## config.mk

```make
export PLATFORM = sky130hd
export DESIGN_NAME = vpv_div
export DESIGN_NICKNAME = d
export VERILOG_FILES = /design/src/sv/assert_macros.svh /design/src/sv/vpv_pkg.sv /design/src/sv/vpv_div.sv
export SDC_FILE = /design/constraint.sdc
export NUM_CORES = 1
export LEC_CHECK = 0
export BUFFER_PORTS_ARGS = -buffer_cell sky130_fd_sc_hd__buf_4
export CAP_MARGIN = 20
export CORE_MARGIN = 1.5
export CORE_UTILIZATION = 50
export DETAILED_ROUTE_END_ITERATION = 8
export GPL_TIMING_DRIVEN = 0
export HOLD_SLACK_MARGIN = 0.02
export PLACE_DENSITY_LB_ADDON = 0.15
export SLEW_MARGIN = 20
export SYNTH_ARGS = -nofsm -noshare
export SYNTH_HDL_FRONTEND = slang
export SYNTH_SLANG_ARGS = --single-unit
```

## constraint.sdc

```tcl
create_clock -name clk -period 2.8 [get_ports clk]
set_input_delay 0.56 -clock clk [delete_from_list [all_inputs] [get_ports clk]]
set_output_delay 0.56 -clock clk [all_outputs]
set_load 0.05 [all_outputs]
```

## src/sv/assert_macros.svh

```systemverilog
// ============================================================================
// Assertion macros
// Concurrent assertion wrappers, clocked on clk and disabled during reset.
// ============================================================================
`ifndef ASSERT_MACROS_SVH
`define ASSERT_MACROS_SVH

`ifndef SYNTHESIS
// Plain property check
`define VPV_ASSERT(label, prop) \
    label: assert property (@(posedge clk) disable iff (!rst_n) (prop)) \
        else $error("assertion failed");
// Condition in a cycle implies another in the next cycle
`define VPV_ASSERT_NEXT(label, cond, expect_next) \
    label: assert property (@(posedge clk) disable iff (!rst_n) \
        (cond) |=> (expect_next)) else $error("assertion failed");
`else
`define VPV_ASSERT(label, prop)
`define VPV_ASSERT_NEXT(label, cond, expect_next)
`endif

`endif

```

## src/sv/vpv_pkg.sv

```systemverilog
// ============================================================================
// vpv_pkg
// Shared types, constants and helpers of the vertex projection block.
// ============================================================================
package vpv_pkg;

    localparam int FRAC_BITS   = 16;
    localparam int DATA_W      = 32;
    localparam int OPND_W      = 34;
    localparam int PROD_W      = 2 * OPND_W;
    localparam int ACC_W       = PROD_W + 2;
    localparam int NUM_W       = DATA_W + FRAC_BITS;
    localparam int IN_TDATA_W  = 136;
    localparam int OUT_TDATA_W = 96;
    localparam int CFG_IDX_W   = 3;

    localparam logic signed [DATA_W-1:0] ONE = 32'sd1 <<< FRAC_BITS;
    localparam logic signed [ACC_W-1:0]  SAT_HI = ACC_W'(64'sh0000_0000_7FFF_FFFF);
    localparam logic signed [ACC_W-1:0]  SAT_LO = ACC_W'(64'shFFFF_FFFF_8000_0000);

    typedef enum logic [1:0] {
        CMD_LOAD_PROJ,
        CMD_LOAD_VIEW,
        CMD_PROJECT,
        CMD_NONE
    } cmd_t;

    typedef enum logic [CFG_IDX_W-1:0] {
        CFG_VIEW_LEFT,
        CFG_VIEW_BOTTOM,
        CFG_VIEW_RIGHT,
        CFG_VIEW_TOP,
        CFG_DEPTH_NEAR,
        CFG_DEPTH_FAR
    } cfg_idx_t;

    typedef enum logic [3:0] {
        S_IDLE,
        S_MM,
        S_MM_WAIT,
        S_CV,
        S_CV_WAIT,
        S_DIV_GO,
        S_DIV_RUN,
        S_VP,
        S_VP_WAIT,
        S_OUT
    } state_t;

    typedef enum logic [1:0] {
        PH_MM,
        PH_CV,
        PH_VP
    } phase_t;

    typedef struct packed {
        logic       valid;
        logic       first;
        logic       last;
        phase_t     phase;
        logic [3:0] dst;
    } pipe_ctl_t;

    function automatic logic signed [DATA_W-1:0] sat32(input logic signed [ACC_W-1:0] v);
        logic signed [DATA_W-1:0] r;
        if (v > SAT_HI)
            r = SAT_HI[DATA_W-1:0];
        else if (v < SAT_LO)
            r = SAT_LO[DATA_W-1:0];
        else
            r = v[DATA_W-1:0];
        return r;
    endfunction

endpackage

```

## src/sv/vpv_div.sv

```systemverilog
// ============================================================================
// vpv_div
// Unsigned restoring divider, one quotient bit per cycle.
// ============================================================================
module vpv_div
    import vpv_pkg::*;
(
    input  logic              clk,
    input  logic              rst_n,
    input  logic              start,
    input  logic [NUM_W-1:0]  num,
    input  logic [DATA_W-1:0] den,
    output logic              done,
    output logic [NUM_W-1:0]  quo
);

    localparam int CNT_W = $clog2(NUM_W + 1);

    logic [DATA_W-1:0] rem_reg;
    logic [NUM_W-1:0]  quo_reg;
    logic [DATA_W-1:0] den_reg;
    logic [CNT_W-1:0]  cnt_reg;
    logic              busy_reg;
    logic              done_reg;

    logic [DATA_W:0]   rem_sh;
    logic [DATA_W+1:0] diff;
    logic              ge;

    always_comb
    begin
        rem_sh = {rem_reg, quo_reg[NUM_W-1]};
        diff   = {1'b0, rem_sh} - {2'b00, den_reg};
        ge     = !diff[DATA_W+1];
    end

    always_ff @(posedge clk or negedge rst_n)
    begin
        if (!rst_n)
        begin
            busy_reg <= 1'b0;
            done_reg <= 1'b0;
            cnt_reg  <= '0;
        end
        else
        begin
            done_reg <= 1'b0;
            if (start)
            begin
                busy_reg <= 1'b1;
                cnt_reg  <= CNT_W'(NUM_W);
            end
            else if (busy_reg)
            begin
                cnt_reg <= cnt_reg - 1'b1;
                if (cnt_reg == CNT_W'(1))
                begin
                    busy_reg <= 1'b0;
                    done_reg <= 1'b1;
                end
            end
        end
    end

    always_ff @(posedge clk)
    begin
        if (start)
        begin
            rem_reg <= '0;
            quo_reg <= num;
            den_reg <= den;
        end
        else if (busy_reg)
        begin
            // keep the partial remainder, shift in the new quotient bit
            rem_reg <= ge ? diff[DATA_W-1:0] : rem_sh[DATA_W-1:0];
            quo_reg <= {quo_reg[NUM_W-2:0], ge};
        end
    end

    assign done = done_reg;
    assign quo  = quo_reg;

endmodule

```

---- After elaboration in Yosys (flattened, before gate mapping) ----
Cells that the tools add are included.
operators by class
  add/sub/neg operators ................... 2
  equal/unequal tests ..................... 1
  multiplexer cells ....................... 11
  reduce and logical (&&, ||, !) cells .... 2
operators with widths
  kind                                                                count
  48-bit 2-to-1 mux                                                   2
  33-bit by 32-bit subtractor with 34-bit output                      1
  32-bit 2-to-1 mux                                                   1
  6-bit 2-to-1 mux                                                    2
  6-bit by 1-bit == test with 1-bit output, second input constant     1
  1-bit 2-to-1 mux                                                    6
  6-bit by 1-bit subtractor with 6-bit output, second input constant  1
  2-bit nonzero test                                                  1
  1-bit logical NOT                                                   1
storage, ports and cells
  bits in registers ....................... 120
  input port bits ......................... 83
  output and inout bits ................... 49
  word-level logic and storage cells ...... 22

---- Longest topological paths before layout ----
Gate-level depths: netlist (run 1).
  depth in word-level cells ............... 4
  depth in mapped cells ................... 13
  mapped depth without buffers ............ 12

---- Least setup slack after synthesis (run 1) ----
Ideal clock, no wire load.
  path type ............................... register -> register
  start ................................... reg quo_reg[47], in the netlist quo[47]
  end ..................................... reg rem_reg[20]
  library setup time ...................... 91 ps
  arrival time ............................ 2,810 ps
  required time ........................... 2,709 ps
  path slack .............................. -101 ps
  cell stages (with the launch flop) ...... 13
  buffers on the path ..................... 0
  period minus slack after synthesis ...... 2,901 ps
  path through ............................ edfxtp_1 inv_1 ha_1 inv_1 fa_1 a21o_1 a221oi_2 o211a_1 o21ai_0 a21boi_0 xnor2_1 nand2_1 a311oi_1
between the ends
  word-level cells in the longest chain between the ends .. 2
ends and longest elaborated chain
  element                                         RTL line       RTL
  start, declared                                 vpv_div.sv:20  logic [NUM_W-1:0] quo_reg;
  start signal, assigned                          vpv_div.sv:70  quo_reg <= num;
  start signal, assigned                          vpv_div.sv:77  quo_reg <= {quo_reg[NUM_W-2:0], ge};
  33-bit by 32-bit subtractor with 34-bit output  vpv_div.sv:33  diff = {1'b0, rem_sh} - {2'b00, den_reg};
  32-bit 2-to-1 mux                               vpv_div.sv:76  rem_reg <= ge ? diff[DATA_W-1:0] : rem_sh[DATA_W-1:0];
  end signal, assigned                            vpv_div.sv:76
  end, declared                                   vpv_div.sv:19  logic [DATA_W-1:0] rem_reg;
Every way passes these cells.
A chain may end at the register's enable or synchronous reset.

---- Final worst setup path (run 1) ----
  start ................................... reg quo_reg[47], in the netlist quo[47]
  end ..................................... reg rem_reg[22]
The elaborated chain is that of the path after synthesis.

==> out/qor.yml, run 1 <==
die_w_microns: 118
grt-ovfl-total: 0
power_density_nw_per_um2: 739
clkTransAtPathRegs_ps: 60
grt_max_degree: 34
p_sw_frac: 0.327
cts_made_buffers: 17
synthFlopType: "edfxtp_1"
min_period_ps: 2830
grt_pass1_vias: 5506
die_area_sq_um: 13900
syn_inst: 611
reg2reg_depth: 12
grt_pass1_wl_mm: 27.0
cts_tree: "done"
p_int_uw: 4370
fp.dieH_microns: 118
synth_fp_nets: 729
dr.first_iter.drc_count: 281
max_freq_mhz: 353
clock_sinks: 120
path_cells: "inv_1 > ha_2 > inv_2 > fa_2 > a21o_1 > a221oi_4 > o211a_1 > o21ai_2 > a21oi_2 > xnor2_1 > nand2_1 > a311oi_2"
setup_viol: 4
status: "finished, violations left"
yosysSeqAreaShare: 0.490
crit_path_top_delay_cell: "edfxtp_1"
worstPathRequired_ps: 3130
hold_depth: 1
violations: "negative setup slack"
synth_edf_count: 80
syn-cell-area_sq_um: 6620
start_util: 0.518
ys_seq_elements: 120
clk_latency_ps: 420
port_buffers: 131
routabilityCongestion: 0.961
worst_pin_slew_ps: 695
fin_area_sq_um: 8790
fin_crit_sh: 1.01
p_sw_uw: 2130
num_vias: 5355
peakVddDrop_v: 0.000572
nets: 897
wire_per_inst_microns: 17.4
setup.worst_path.start_class: "register"
arrival_ps: 3160
place_inst: 915
static-leakage-power_uw: 0.00372
worst_slack_ps: -31.9
r2r-end: "rem_reg[22]"
grt_use_total: 0.244
startpoint: "quo[47]"
holdCritPathClass: "input port to register"
drc_errors: 0
crit_fanout: 3
power_frac_clock: 0.344
antenna_found_initial: 0
tns_ps: -75.2
critical_path.top_delay_family: "compound AO/OA/AOI/OAI gates"
critPathMaxStageDelay_ps: 430
rsz0062_at_grt: "yes"
end_kind: "register"
avgSynthCellArea_sq_um: 10.8
layout_commonest_cell: "buf_4"
rows: 41
place_area_sq_um: 7860
dp_hpwl_mm: 11.6
async_flop_share: 0.0667
r2r_slack_ps: -30
clock_path_buffers: 2
finalWirelength_mm: 16.7
synth_warnings: 0
antennaDiodeCount: 0
area_growth_pct: 32.8
final_cells: 964
final_cell_mix: "146 x buf_4, 80 x edfxtp_1, 66 x nand2_1"
synth_cell_type_count: 66
endpoint: "rem_reg[22]"
hold_viol_final: 0
core_sq_um: 12800
io_pins: 132
drt_first_pass_iters: 4
r2r-start: "quo[47]"
maxSlewHeadroom: 0.537
cp.depth: 12
maxCapViolCount: 0
ant_nets: 0
h-tree-depth: 4
finClkSkew_ps: 9.41
slew_violations: 0
via_per_inst: 5.55
path_buf_inv: 2
seqPwrFrac: 0.350
power_frac_comb: 0.306
hold_start: "den[1]"
cts_root_buf: "clkbuf_16"
largest_register_ff_count: 48
drive_gt1_frac: 0.362
criticalPathCategory: "register to register"
worst min-delay path by stage:
stage,slack (ps),endpoint
global route,290,den_reg[0]
finish,310,den_reg[1]
global placement,380,cnt_reg[0]
CTS,300,den_reg[1]
floorplan,260,busy_reg
detailed placement,390,done
synth_stat cells (8+ instances only):
cell type	instances	area, sq um
xor2_1	12	105
o21ai_0	19	95.1
clkbuf_1	17	63.8
a21oi_1	34	170
a21o_1	9	67.6
inv_1	43	161
xnor2_1	21	184
a311oi_1	20	175
dfrtp_1	8	200
nand3_1	8	40.0
nand2_1	66	248
nor2_1	46	173
ha_1	34	425
dfxtp_1	32	641
edfxtp_1	80	2400
mux2_2	48	541
nand2b_1	11	68.8
final cells by class:
cell class / instances / area (sq um)
inverter: 43 / 164
clock buffer: 17 / 425
fill: 973 / 3980
sequential: 120 / 3240
multi-input combinational: 417 / 3230
clock inverter: 15 / 178
timing repair buffer: 149 / 1160
tap: 172 / 215
buffer: 31 / 175
routing by layer:
metal / GRT usage / vias up / part of all wire
met1: 0.294 / 2570 / 0.42
met5: 0 / - / 0
li1: - / 2583 / -
met4: 0.0793 / 0 / 0.014
met3: 0.0819 / 19 / 0.065
met2: 0.410 / 183 / 0.50
power by group through the flow:
stage	Combinational [uW]	Clock (uW)	Sequential (uW)
final	1990	2230	2270
after global routing	2140	2360	2300
after CTS	1840	2270	2270
after detailed placement	1770	0	2300
after global placement	1750	0	2290
after floorplan	1030	0	2540
worst register-to-register path: stages (launching register included):
cell	delay [ps]
edfxtp_1	430
inv_1	90
ha_2	180
inv_2	40
fa_2	360
a21o_1	240
a221oi_4	340
o211a_1	310
o21ai_2	130
a21oi_2	200
xnor2_1	130
nand2_1	80
a311oi_2	230
metrics by stage:
stage	utilization	setup slack (ps)	hold slack, ps	total power (uW)
after floorplan	-	21.1	264	3570
after global placement	0.613	-1310	382	4040
after detailed placement	0.615	-658	387	4070
after CTS	0.669	17.9	298	6380
after global routing	0.688	-196	291	6810
final	0.688	-31.9	314	6500
cells by family after synthesis:
kind of cell	share of synthesized area
AND/OR/NAND/NOR	0.116
adder cells (fa/ha/maj)	0.0673
AO/OA/AOI/OAI	0.154
multiplexers	0.0817
XOR/XNOR	0.0437
buffers and inverters	0.0469
flip-flops	0.490
repair_timing:
action / CTS / global route
gates cloned: 0 / 1
endpoints found under the setup margin: 47 / 55
pin swaps: 4 / 30
resized for setup: 5 / 40
hold buffers: 1 / 0
endpoints found under the hold margin: 8 / 0
buffers inserted: 5 / 10
No activity file was read; power rests on OpenSTA's default activity.
==> run 2: changes to the inputs <==
--- a/config.mk
+++ b/config.mk
@@ -13,6 +13,7 @@
 export GPL_TIMING_DRIVEN = 0
 export HOLD_SLACK_MARGIN = 0.02
 export PLACE_DENSITY_LB_ADDON = 0.15
+export RECOVER_POWER = 100
 export SLEW_MARGIN = 20
 export SYNTH_ARGS = -nofsm -noshare
 export SYNTH_HDL_FRONTEND = slang
==> run 2 against run 1 <==
  * The run still ends with negative setup slack left
  * First-iteration DRC count is 17% higher
  * Core utilization is 1.5 points lower
  * Register-to-register slack hardly changed
  * Via count hardly changed
  * Clock skew hardly changed
==> out/qor.yml, run 2 (synthesis results as in run 1) <==
status: "finished, violations left"
violations: "negative setup slack"
h-tree-depth: 4
grt_use_total: 0.244
setup_viol: 4
drt_first_pass_iters: 5
dr.first_iter.drc_count: 330
clock_sinks: 120
min_period_ps: 2830
worstPathRequired_ps: 3130
p_sw_uw: 2120
via_per_inst: 5.56
rows: 41
grt-ovfl-total: 0
io_pins: 132
static-leakage-power_uw: 0.00353
place_area_sq_um: 7860
drive_gt1_frac: 0.299
power_frac_comb: 0.299
maxSlewHeadroom: 0.537
cts_made_buffers: 17
die_area_sq_um: 13900
cts_tree: "done"
hold_viol_final: 0
p_total_uw: 6420
peakVddDrop_v: 0.000584
drc_errors: 0
antennaDiodeCount: 0
reg2reg_depth: 12
max_freq_mhz: 354
worst_pin_slew_ps: 694
area_growth_pct: 30.0
holdCritPathClass: "input port to register"
end_kind: "register"
finClkSkew_ps: 9.74
routabilityCongestion: 0.961
criticalPathCategory: "register to register"
power_frac_clock: 0.348
seqPwrFrac: 0.353
core_sq_um: 12800
final_util: 0.673
crit_fanout: 3
setup.worst_path.start_class: "register"
num_vias: 5356
grt_max_degree: 34
power_density_nw_per_um2: 746
regArea_sq_um: 3240
multiInputGateArea_sq_um: 3230
p_sw_frac: 0.330
wire_per_inst_microns: 17.2
maxCapViolCount: 0
layout_commonest_cell: "edfxtp_1"
ant_nets: 0
fp.dieH_microns: 118
nFillCells: 1023
dp_hpwl_mm: 11.6
clk_latency_ps: 420
clkTransAtPathRegs_ps: 60
slew_violations: 0
rsz0062_at_grt: "yes"
clock_path_buffers: 2
final_cell_mix: "80 x edfxtp_1, 67 x clkbuf_1, 66 x nand2_1"
largest_register_ff_count: 48
cts_root_buf: "clkbuf_16"
antenna_found_initial: 0
grt_pass1_vias: 5506
die_w_microns: 118
hold_depth: 1
worst_slack_ps: -27.4
grt_pass1_wl_mm: 27.0
finalWirelength_mm: 16.6
arrival_ps: 3160
port_buffers: 131
start_util: 0.518
nets: 897
fin_area_sq_um: 8600
p_int_uw: 4300
fin_crit_sh: 1.01
place_inst: 915
final_cells: 964
==> run 2: power groups by stage <==
stage          Clock (uW)  Combinational (uW)  Sequential [uW]
6_report             2230                1920             2270
5_1_grt              2360                2070             2300
4_1_cts              2270                1840             2270
3_5_place_dp            0                1770             2300
3_3_place_gp            0                1750             2290
2_1_floorplan           0                1030             2540
==> run 2: cell type report <==
class                      instances  area share
buffer                            31      0.0204
tap                              172      0.0250
timing repair buffer             149       0.113
inverter                          43      0.0191
clock inverter                    15      0.0207
sequential                       120       0.377
clock buffer                      17      0.0495
multi-input combinational        417       0.376
==> run 2: worst paths after layout <==
kind	start	to	slack [ps]
max in group asynchronous	rst_n	busy_reg	1860
setup reg to reg	quo[47]	rem_reg[22]	-30
min in group asynchronous	rst_n	done	610
setup / recovery	quo[47]	rem_reg[22]	-30
hold reg to reg	rem_reg[10]	rem_reg[11]	500
hold / removal	den[21]	den_reg[21]	330
==> run 2: critical path, cell delays in order, from the launching register on <==
cell and delay, ps:
edfxtp_1 430, inv_1 80, ha_2 180, inv_2 40, fa_2 360, a21o_1 240
a221oi_4 330, o211a_1 310, o21ai_2 130, a21oi_2 190, xnor2_1 130, nand2_1 90
a311oi_2 230
==> run 2: timing repair <==
action,in CTS,in global routing
setup endpoints to repair,47,55
gates cloned,0,1
pin swaps,4,30
resized for setup,5,40
setup buffers,5,10
endpoints found under the hold margin,8,0
hold buffers,1,0
==> run 2: stage by stage <==
step / TNS [ps] / hold slack (ps) / setup WS (ps)
5_1_grt: -2680 / 314 / -196
4_1_cts: 0 / 298 / 17.9
3_5_place_dp: -29370 / 387 / -658
6_report: -62.2 / 334 / -27.4
3_3_place_gp: -64340 / 382 / -1310
2_1_floorplan: 0 / 264 / 21.1
==> run 2: layer usage <==
metal	vias up	track usage	routed length [microns]
li1	2582	-	-
met1	2576	0.294	7020
met2	175	0.410	8270
met3	23	0.0819	1030
met4	0	0.0793	285
met5	-	0	0
==> run 3: changes to the inputs <==
--- a/config.mk
+++ b/config.mk
@@ -14,6 +14,7 @@
 export HOLD_SLACK_MARGIN = 0.02
 export PLACE_DENSITY_LB_ADDON = 0.15
 export RECOVER_POWER = 100
+export SKIP_LAST_GASP = 1
 export SLEW_MARGIN = 20
 export SYNTH_ARGS = -nofsm -noshare
 export SYNTH_HDL_FRONTEND = slang
==> run 3 against run 2 <==
  * The flow still finishes with violations (negative setup slack)
  * Worst hold slack worse by 1.2 ps
  * Total power is essentially flat
  * Clock skew grew 0.95 ps
  * Global-route usage is the same
  * Critical path depth stayed put
  * Critical path type unchanged
==> out/qor.yml, run 3 (synthesis results as in run 1) <==
cts_made_buffers: 17
rows: 41
rsz0062_at_grt: "yes"
violations: "negative setup slack"
antenna_found_initial: 0
criticalPathCategory: "register to register"
worst_slack_ps: -26.6
num_vias: 5364
static-leakage-power_uw: 0.00353
drive_gt1_frac: 0.299
finalWirelength_mm: 16.6
worstPathRequired_ps: 3130
maxCapViolCount: 0
largest_register_ff_count: 48
antennaDiodeCount: 0
min_period_ps: 2830
grt_pass1_wl_mm: 27.0
holdCritPathClass: "input port to register"
end_kind: "register"
h-tree-depth: 4
dp_hpwl_mm: 11.6
fin_crit_sh: 1.01
hold_viol_final: 0
nets: 897
area_growth_pct: 30.0
nFillCells: 1023
final_cell_mix: "80 x edfxtp_1, 67 x clkbuf_1, 66 x nand2_1"
routabilityCongestion: 0.961
place_inst: 915
grt-ovfl-total: 0
clock_path_buffers: 2
io_pins: 132
peakVddDrop_v: 0.000583
arrival_ps: 3160
setup.worst_path.start_class: "register"
slew_violations: 0
clock_sinks: 120
drt_first_pass_iters: 5
dr.first_iter.drc_count: 333
grt_max_degree: 34
power_density_nw_per_um2: 747
drc_errors: 0
tns_ps: -64.5
core_sq_um: 12800
fp.dieH_microns: 118
p_total_uw: 6420
setup_viol: 4
ant_nets: 0
finClkSkew_ps: 10.7
grt_use_total: 0.244
status: "finished, violations left"
layout_commonest_cell: "edfxtp_1"
cts_root_buf: "clkbuf_16"
maxSlewHeadroom: 0.536
r2r_slack_ps: -30
die_area_sq_um: 13900
grt_pass1_vias: 5506
crit_fanout: 3
cts_tree: "done"
port_buffers: 131
clk_latency_ps: 420
max_freq_mhz: 354
via_per_inst: 5.56
wire_per_inst_microns: 17.2
worst_pin_slew_ps: 695
clkTransAtPathRegs_ps: 60
start_util: 0.518
die_w_microns: 118
final_cells: 964
[run 3: metal layers]
| layer | part of all wire | global-route usage | up-vias |
|---|---|---|---|
| met1 | 0.42 | 0.294 | 2573 |
| met5 | 0 | 0 | - |
| met3 | 0.067 | 0.0819 | 20 |
| li1 | - | - | 2580 |
| met2 | 0.50 | 0.410 | 191 |
| met4 | 0.015 | 0.0793 | 0 |
[run 3: metrics by stage]
step | utilization | hold WS (ps) | setup WS (ps) | area (sq um)
after floorplan | - | 264 | 21.1 | 6630
after global placement | 0.613 | 382 | -1310 | 7830
after detailed placement | 0.615 | 387 | -658 | 7860
after CTS | 0.669 | 298 | 17.9 | 8540
after global routing | 0.673 | 314 | -196 | 8600
final | 0.673 | 333 | -26.6 | 8600
[run 3: worst paths after layout]
kind | from | endpoint | depth (start not counted)
setup / recovery | quo[47] | rem_reg[22] | 12
hold / removal | den[21] | den_reg[21] | 1
setup reg to reg | quo[47] | rem_reg[22] | 12
hold reg to reg | rem_reg[10] | rem_reg[11] | 2
max in group asynchronous | rst_n | busy_reg | 2
min in group asynchronous | rst_n | done | 2
[run 3: layout make-up]
| type | count | area [sq um] | share of cell area |
|---|---|---|---|
| Clock buffer | 17 | 425 | 0.0495 |
| Timing Repair Buffer | 149 | 970 | 0.113 |
| Multi-Input combinational cell | 417 | 3230 | 0.376 |
| Buffer | 31 | 175 | 0.0204 |
| Clock inverter | 15 | 178 | 0.0207 |
| Tap cell | 172 | 215 | 0.0250 |
| Sequential cell | 120 | 3240 | 0.377 |
| Inverter | 43 | 164 | 0.0191 |
[run 3: worst max-delay path, cell delays in order (launching register included)]
cell      delay, ps
edfxtp_1        430
inv_1            80
ha_2            180
inv_2            40
fa_2            370
a21o_1          240
a221oi_4        330
o211a_1         310
o21ai_2         130
a21oi_2         190
xnor2_1         130
nand2_1          90
a311oi_2        230
[run 3: timing repair]
action / CTS / global route
endpoints found under the hold margin: 8 / 0
hold buffers: 1 / 0
cloned: 0 / 1
pin swaps: 4 / 29
setup endpoints to repair: 47 / 55
buffers inserted: 5 / 10
gates resized for setup: 5 / 40
[run 3: where the power goes]
| part | switching (uW) | internal, uW | total, uW |
|---|---|---|---|
| Sequential | 147 | 2120 | 2270 |
| Clock | 833 | 1400 | 2230 |
| Combinational | 1140 | 778 | 1920 |
| Total | 2120 | 4300 | 6420 |
